$ cat src/hdl/bsc_pkg.sv
// ---------------------------------------------------------------------------
// Banker's safety checker package
// Shared payload types, action and status codes, and the cell command set.
// ---------------------------------------------------------------------------
`default_nettype none

package bsc_pkg;

  localparam int DEF_MAX_PROCS  = 16;
  localparam int DEF_MAX_RES    = 8;
  localparam int DEF_COUNT_BITS = 16;

  localparam logic [4:0] PROC_CNT_RST = 5'd16;
  localparam logic [3:0] RES_CNT_RST  = 4'd8;

  localparam logic CFG_PROC_CNT = 1'b0;
  localparam logic CFG_RES_CNT  = 1'b1;

  localparam logic [1:0] ACT_SET_TOTAL = 2'd0;
  localparam logic [1:0] ACT_LOAD      = 2'd1;
  localparam logic [1:0] ACT_REQUEST   = 2'd2;
  localparam logic [1:0] ACT_CHECK     = 2'd3;

  localparam logic [2:0] STAT_STORED   = 3'd0;
  localparam logic [2:0] STAT_INVALID  = 3'd1;
  localparam logic [2:0] STAT_GRANTED  = 3'd2;
  localparam logic [2:0] STAT_EXCEEDS  = 3'd3;
  localparam logic [2:0] STAT_REFUSED  = 3'd4;
  localparam logic [2:0] STAT_SAFE     = 3'd5;
  localparam logic [2:0] STAT_UNSAFE   = 3'd6;

  localparam logic KIND_SEQ    = 1'b0;
  localparam logic KIND_STATUS = 1'b1;

  typedef struct packed {
    logic [1:0]  action;
    logic [3:0]  proc_index;
    logic [2:0]  res_index;
    logic [15:0] amount;
    logic [15:0] max_claim;
    logic        final_element;
  } in_item_t;

  typedef struct packed {
    logic       kind;
    logic [3:0] seq_process;
    logic [2:0] status;
    logic       last_of_run;
  } out_item_t;

  typedef enum logic [2:0] {
    OP_NONE,
    OP_LOAD,
    OP_GRANT,
    OP_ROLLBACK,
    OP_CLEAR
  } cell_op_t;

  // Token that walks the cell row during a safety pass.
  typedef struct packed {
    logic valid;
    logic progress;
  } link_t;

endpackage

`default_nettype wire

$ cat src/hdl/bsc_cell.sv
// ---------------------------------------------------------------------------
// Banker's safety checker process cell
// Holds one process row of allocation and need, and evaluates that process
// when the pass token reaches it.
// ---------------------------------------------------------------------------
`default_nettype none

module bsc_cell import bsc_pkg::*; #(
  parameter int IDX        = 0,
  parameter int MAX_RES    = DEF_MAX_RES,
  parameter int COUNT_BITS = DEF_COUNT_BITS,
  parameter int PIDX_W     = 4
) (
  input  wire logic                                  clk,
  input  wire logic                                  rst_n,
  input  wire cell_op_t                              cmd_op,
  input  wire logic [PIDX_W-1:0]                     cmd_proc,
  input  wire logic [MAX_RES-1:0]                    res_sel,
  input  wire logic [MAX_RES-1:0]                    res_en,
  input  wire logic [COUNT_BITS-1:0]                 cmd_amt,
  input  wire logic [COUNT_BITS-1:0]                 cmd_need,
  input  wire logic [MAX_RES-1:0][COUNT_BITS-1:0]    pend,
  input  wire logic [4:0]                            np,
  input  wire link_t                                 link_in,
  input  wire logic [MAX_RES-1:0][COUNT_BITS-1:0]    work_in,
  output link_t                                      link_out,
  output logic [MAX_RES-1:0][COUNT_BITS-1:0]         work_out,
  output logic                                       fin_pulse,
  output logic [MAX_RES-1:0][COUNT_BITS-1:0]         alloc_row,
  output logic [MAX_RES-1:0][COUNT_BITS-1:0]         need_row
);

  logic [MAX_RES-1:0][COUNT_BITS-1:0] alloc_r, alloc_nxt;
  logic [MAX_RES-1:0][COUNT_BITS-1:0] need_r, need_nxt;
  logic [MAX_RES-1:0][COUNT_BITS-1:0] work_r, work_nxt;
  logic  fin_r, fin_nxt;
  logic  pulse_r, pulse_nxt;
  link_t tok_r, tok_nxt;
  logic  hit, active, fits, take;

  always_comb begin
    hit    = (cmd_proc == PIDX_W'(IDX));
    active = (IDX < np);
    fits   = 1'b1;
    for (int k = 0; k < MAX_RES; k++) begin
      if (res_en[k] && (need_r[k] > work_in[k])) fits = 1'b0;
    end
    take = link_in.valid && active && !fin_r && fits;

    alloc_nxt = alloc_r;
    need_nxt  = need_r;
    fin_nxt   = take ? 1'b1 : fin_r;
    case (cmd_op)
      OP_LOAD: begin
        for (int k = 0; k < MAX_RES; k++) begin
          if (hit && res_sel[k]) begin
            alloc_nxt[k] = cmd_amt;
            need_nxt[k]  = cmd_need;
          end
        end
      end
      OP_GRANT: begin
        for (int k = 0; k < MAX_RES; k++) begin
          if (hit && res_en[k]) begin
            alloc_nxt[k] = alloc_r[k] + pend[k];
            need_nxt[k]  = need_r[k] - pend[k];
          end
        end
      end
      OP_ROLLBACK: begin
        for (int k = 0; k < MAX_RES; k++) begin
          if (hit && res_en[k]) begin
            alloc_nxt[k] = alloc_r[k] - pend[k];
            need_nxt[k]  = need_r[k] + pend[k];
          end
        end
      end
      OP_CLEAR: fin_nxt = 1'b0;
      default: ;
    endcase

    tok_nxt.valid    = link_in.valid;
    tok_nxt.progress = link_in.valid && (link_in.progress || take);
    pulse_nxt        = take;
    for (int k = 0; k < MAX_RES; k++) begin
      work_nxt[k] = work_in[k] + ((take && res_en[k]) ? alloc_r[k] : '0);
    end
  end

  always_ff @(posedge clk) begin
    if (!rst_n) begin
      alloc_r <= '0;
      need_r  <= '0;
      fin_r   <= 1'b0;
      pulse_r <= 1'b0;
      tok_r   <= '0;
    end else begin
      alloc_r <= alloc_nxt;
      need_r  <= need_nxt;
      fin_r   <= fin_nxt;
      pulse_r <= pulse_nxt;
      tok_r   <= tok_nxt;
    end
    work_r <= work_nxt;
  end

  assign link_out  = tok_r;
  assign work_out  = work_r;
  assign fin_pulse = pulse_r;
  assign alloc_row = alloc_r;
  assign need_row  = need_r;

endmodule

`default_nettype wire

$ cat config.mk
export PLATFORM = sky130hd
export DESIGN_NAME = bsc_cell
export DESIGN_NICKNAME = d
export VERILOG_FILES = /design/src/hdl/bsc_pkg.sv /design/src/hdl/bsc_cell.sv
export SDC_FILE = /design/constraint.sdc
export NUM_CORES = 2
export LEC_CHECK = 0
export BUFFER_PORTS_ARGS = -buffer_cell sky130_fd_sc_hd__buf_4
export CAP_MARGIN = 30
export CORE_AREA = 5 5 272 274
export DETAILED_ROUTE_END_ITERATION = 6
export DIE_AREA = 0 0 277 279
export GPL_TIMING_DRIVEN = 0
export PLACE_DENSITY = 0.73
export SYNTH_ARGS = -nofsm -noshare
export SYNTH_HDL_FRONTEND = slang
export SYNTH_SLANG_ARGS = --single-unit
$ cat constraint.sdc
create_clock -name clk -period 8.1 [get_ports clk]
set_clock_uncertainty 0.15 [all_clocks]
set_input_delay 1.62 -clock clk [delete_from_list [all_inputs] [get_ports clk]]
set_output_delay 1.62 -clock clk [all_outputs]
set_load 0.005 [all_outputs]
After elaboration in Yosys (flattened, before gate mapping) --
Index checks and enable logic that the tools add are counted.
Word-level totals: register bits after elaboration 388, input port bits 320, output and inout bits 387, word-level logic and storage cells 221
Operators by class: $add $sub $neg 40, magnitude comparators 9, eq/ne operators 28, mux-type cells 66, bitwise operators 1, reduce and logical (&&, ||, !) cells 49
Operator list (number):
- 16-bit two-way mux | 56
- 128-bit case mux with 3 select lines | 2
- 16-bit adder | 24
- 16-bit subtractor | 16
- 16-bit greater-than comparator | 8
- 2-bit inequality test (second input constant) | 24
- 1-bit logical AND | 36
- 4-bit AND reduction | 8
- 1-bit two-way mux | 8
- 3-bit by 2-bit == test with 1-bit output (second input constant) | 2
- 1-bit by 5-bit < comparator with 1-bit output (first input constant) | 1
- 4-bit logical NOT | 1
- 3-bit by 1-bit == test with 1-bit output (second input constant) | 1
- 3-bit == test (second input constant) | 1
- 3-bit nonzero test | 1
- 2-bit OR reduction | 1
- 1-bit logical NOT | 1
- 1-bit logical OR | 1
- 1-bit NOT | 1

Longest topological paths before layout --
depth in word-level cells 14, gate-level depth with buffers 24

Least setup slack after synthesis --
OpenSTA, ideal clock, no wires.
path type in2reg, start point input port work_in[5] (netlist name), end point register work_r, in the netlist work_out[110], library setup time 62 ps, arrival time 5986 ps, required time 7888 ps, slack 1902 ps, stages 21, path buffers 2, cells stage by stage inv_1 > ha_1 > or4_1 > a21oi_1 > a211oi_1 > a2111oi_0 > o21ai_1 > nor3_2 > buf_2 > clkbuf_2 > and3_1 > ha_1 > nor2b_1 > o21ai_0 > a21boi_0 > o21ai_0 > a21boi_0 > o2111ai_1 > a31oi_1 > or4b_2 > nand3_1
RTL lines:
- start: declaration | RTL line bsc_cell.sv:25 | input wire logic [MAX_RES-1:0][COUNT_BITS-1:0] work_in,
- end signal: assignment | RTL line bsc_cell.sv:104 | work_r <= work_nxt;
- end: declaration | RTL line bsc_cell.sv:35 | logic [MAX_RES-1:0][COUNT_BITS-1:0] work_r, work_nxt;

==> impl_summary.log <==
INFO  metric max_clock_freq = 0.129 GHz
INFO  metric cell_int_power = 0.00410 W
INFO  metric switching_share = 32.1%
INFO  metric timing_worst_setup_path_type = primary input to register
INFO  metric synth_async_sr_flop_share = 0%
INFO  metric drt_first_iter_violations = 4,510
INFO  metric detail_route.first_pass.iterations = 6
INFO  metric cp_slowest_cell = buf_4
INFO  metric ys_top_cells_by_count = ha_1, nand2_1, dfxtp_1, a21oi_1, inv_1
INFO  metric synthesis.nets = 5,533
INFO  metric yosys-top-cells-area = dfxtp_1, ha_1, xnor2_1, a21oi_1, o21ai_0
INFO  metric nNetsFinal = 6,337
INFO  metric initial_utilization = 50.1%
INFO  metric worstHoldPathType = register to register
INFO  metric globalplace.congestion = 1.02
INFO  metric max-cap-violations = 0
INFO  metric grt-ovfl-total = 0
INFO  metric endpoint_kind = register
INFO  metric clockBufferDepth = 3
INFO  metric clock_sink_count = 388
INFO  metric critical-path-max-stage-delay = 0.47 ns
INFO  metric fin_cells = 6,495
INFO  metric path_max_fanout = 10
INFO  metric mappedNetlistArea = 35,700 um^2
INFO  metric final_report_setup_violation_count = 0
INFO  metric ys_warn_count = 0
INFO  metric final.period_utilization = 95.8%
INFO  metric drt_wirelength = 168,000 um
INFO  metric path_delay_family = compound AO/OA/AOI/OAI gates
INFO  metric ant_nets = 0
INFO  metric largest_net_degree_at_the_start_of_global_routing = 13
INFO  metric synthesis.area_per_instance = 7.60 um^2
INFO  metric finalHoldViolCount = 0
INFO  metric cp_common_cell = buf_4
INFO  metric portBuffers = 705
INFO  metric area_overhead_of_the_layout_relative_to_synthesis = 25.5%
INFO  metric worst_endpoint_data_arrival_time = 8.07 ns
INFO  metric run_status = completed
INFO  metric synthDistinctLibCells = 68
INFO  metric final.min_clock_period = 7.76 ns
INFO  metric routed_wire_length_per_instance = 25.9 um
INFO  metric synth-main-ff-cell = dfxtp_1
INFO  metric grt_pass1_wl = 240,000 um
INFO  metric cts_root_buf = clkbuf_16
INFO  metric synth-edff-count = 0
INFO  metric grt_antenna_before_repair = 13
INFO  metric tritoncts = yes
INFO  metric gate_count_post_synth = 4,693
INFO  metric net-switching-power = 0.00194 W
INFO  metric via_count_of_the_first_global_routing_pass = 37,400
INFO  metric peakVddDrop = 0.000154 V
INFO  metric core_area = 71,100 um^2
INFO  metric synth_most_common_cell = ha_1
INFO  metric clockPowerShare = 41.7%
INFO  metric rsz_0062_raised_after_global_routing = false
INFO  metric insertion_delay = 0.64 ns
INFO  metric clk_transition_reported_paths = 0.06 ns
INFO  metric floorplan.die_area = 77,300 um^2
INFO  metric final_design_utilization = 62.9%
INFO  metric slew-limit-headroom = 25.1%
INFO  metric dr_total_vias = 40,700
INFO  metric clock_tree.htree_level_count = 2
INFO  metric crit_path_start_kind = primary input
INFO  metric critical_path_buf_inv_count = 6
INFO  metric hold_ws = 0.373 ns
INFO  metric fp.dieH = 279 um
INFO  metric netlist.top_cell.by_area = dfxtp_1
INFO  metric drcViolationCount = 0
INFO  metric synth.yosys.seq_area_share = 21.8%
INFO  metric worstMarginPinSlew = 1.12 ns
INFO  metric drive_gt1_share = 16.2%
INFO  metric timing.critical_path.required = 8.41 ns
INFO  metric total_leakage_power = 22.1 nW
INFO  metric share_comb_of_total_power = 25.2%
INFO  metric ios = 707
INFO  metric netlist.area_leader.share = 21.8%
INFO  metric ys_seq_elements = 388
INFO  metric fp.dieW = 277 um
INFO  metric p_per_area = 135 nW/um^2
INFO  metric proportion_of_power_drawn_by_flip_flops_and_latches = 33.1%
INFO  metric core.rowCount = 98
INFO  metric post-place-cells = 6,388
INFO  metric slew_viol_final = 0
INFO  metric grt_util_all_layers = 40.6%
INFO  metric tritoncts.num_buffers = 50
INFO  metric vias_per_cell = 6.26
INFO  metric detailedPlacementHpwl = 133,000 um
[layout by cell type, fill, tap and decap left out, types with 169 or more instances in the layout]
cell     synthesis  layout
nor2_1         331     331
a31oi_1        169     169
nor3_1         182     182
dfxtp_1        388     388
inv_1          366     366
nand2_1        393     393
xnor2_1        240     240
buf_4            1     712
ha_1           496     496
a21oi_1        375     375
o21ai_0        347     346
[per-layer routing]
layer	wire length (um)	share of wire, %	GRT usage, %
met3	21800	13	12.8
met1	62800	37	50.2
met5	89	0.053	0
met2	72300	43	63.3
met4	11200	6.7	22.1
[worst paths after layout]
check / startpoint / cells after the start / slack (ns) / to
hold / removal: alloc_row[112] / 2 / 0.37 / alloc_row[112]
setup / recovery: work_in[65] / 26 / 0.34 / work_out[62]
setup reg to reg: need_row[65] / 24 / 1.05 / work_out[62]
hold reg to reg: alloc_row[112] / 2 / 0.37 / alloc_row[112]
[final cells by class]
cell class,count,area (um^2)
inverter,366,1370
antenna,7,17.5
tap,950,1190
buffer,170,667
clock inverter,22,288
clock buffer,71,1530
multi-input combinational,3769,25900
sequential,388,7770
fill,6456,26400
timing repair buffer,752,6030
[power by group through the flow]
stage | Combinational, W | Clock (W) | Sequential (W)
6_report | 0.00152 | 0.00251 | 0.00200
5_1_grt | 0.00162 | 0.00259 | 0.00200
4_1_cts | 0.00146 | 0.00252 | 0.00199
3_5_place_dp | 0.00145 | 0 | 0.00204
3_3_place_gp | 0.00140 | 0 | 0.00204
2_1_floorplan | 0.000806 | 0 | 0.00203
[sequential cells by signal, indices dropped and copies added (netlist names)]
signal and count:
fin_pulse 1, alloc_row 128, fin_r 1, need_row 128
work_out 128, link_out 2
[cells by family (layout without fill, tap and decap cells)]
family | after synthesis | count (layout) | synth area share (%)
and+or+nand+nor | 1499 | 1499 | 20.5
xor gates and xnor gates | 385 | 385 | 9.53
buffers and inverters | 536 | 1381 | 5.69
AOI/OAI and AO/OA | 1355 | 1355 | 23.5
DFF | 388 | 388 | 21.8
other | 0 | 7 | 0
muxes | 10 | 10 | 0.281
adders and majority gates | 520 | 520 | 18.8
[worst reg2reg max path, stage by stage, from the launching register on]
cell and delay (ns):
dfxtp_1 0.49, ha_1 0.30, nor2b_1 0.13, o211ai_1 0.19, a21oi_1 0.10, a211o_1 0.27, o221ai_1 0.46, o211ai_1 0.45
buf_4 0.34, nor3_4 0.31, buf_4 0.37, buf_4 0.49, and3_1 0.25, ha_1 0.17, inv_1 0.06, fa_1 0.42
nor2b_1 0.12, o21ai_0 0.12, a21boi_0 0.27, o21ai_0 0.14, a21boi_0 0.26, o21ai_0 0.18, a21oi_1 0.29, nor2_1 0.12
o311ai_0 0.44
[stage by stage]
stage	setup slack, ns	power [W]	setup TNS [ns]	cell area, um^2
after CTS	0.0397	0.00598	0	44600
after global placement	-2.65	0.00343	-219.57	42100
after global routing	0.102	0.00621	0	44700
after detailed placement	-1.44	0.00349	-57.94	42800
after floorplan	1.90	0.00283	0	35700
final	0.343	0.00603	0	44800
[timing repair]
item                                    in CTS  in global routing
setup buffers                                0                  2
hold buffers                                 0                  0
resized for setup                            4                  4
endpoints found under the setup margin      52                 12
pin swaps                                    0                  1
Note: power is estimated with default switching activity, not from simulation.
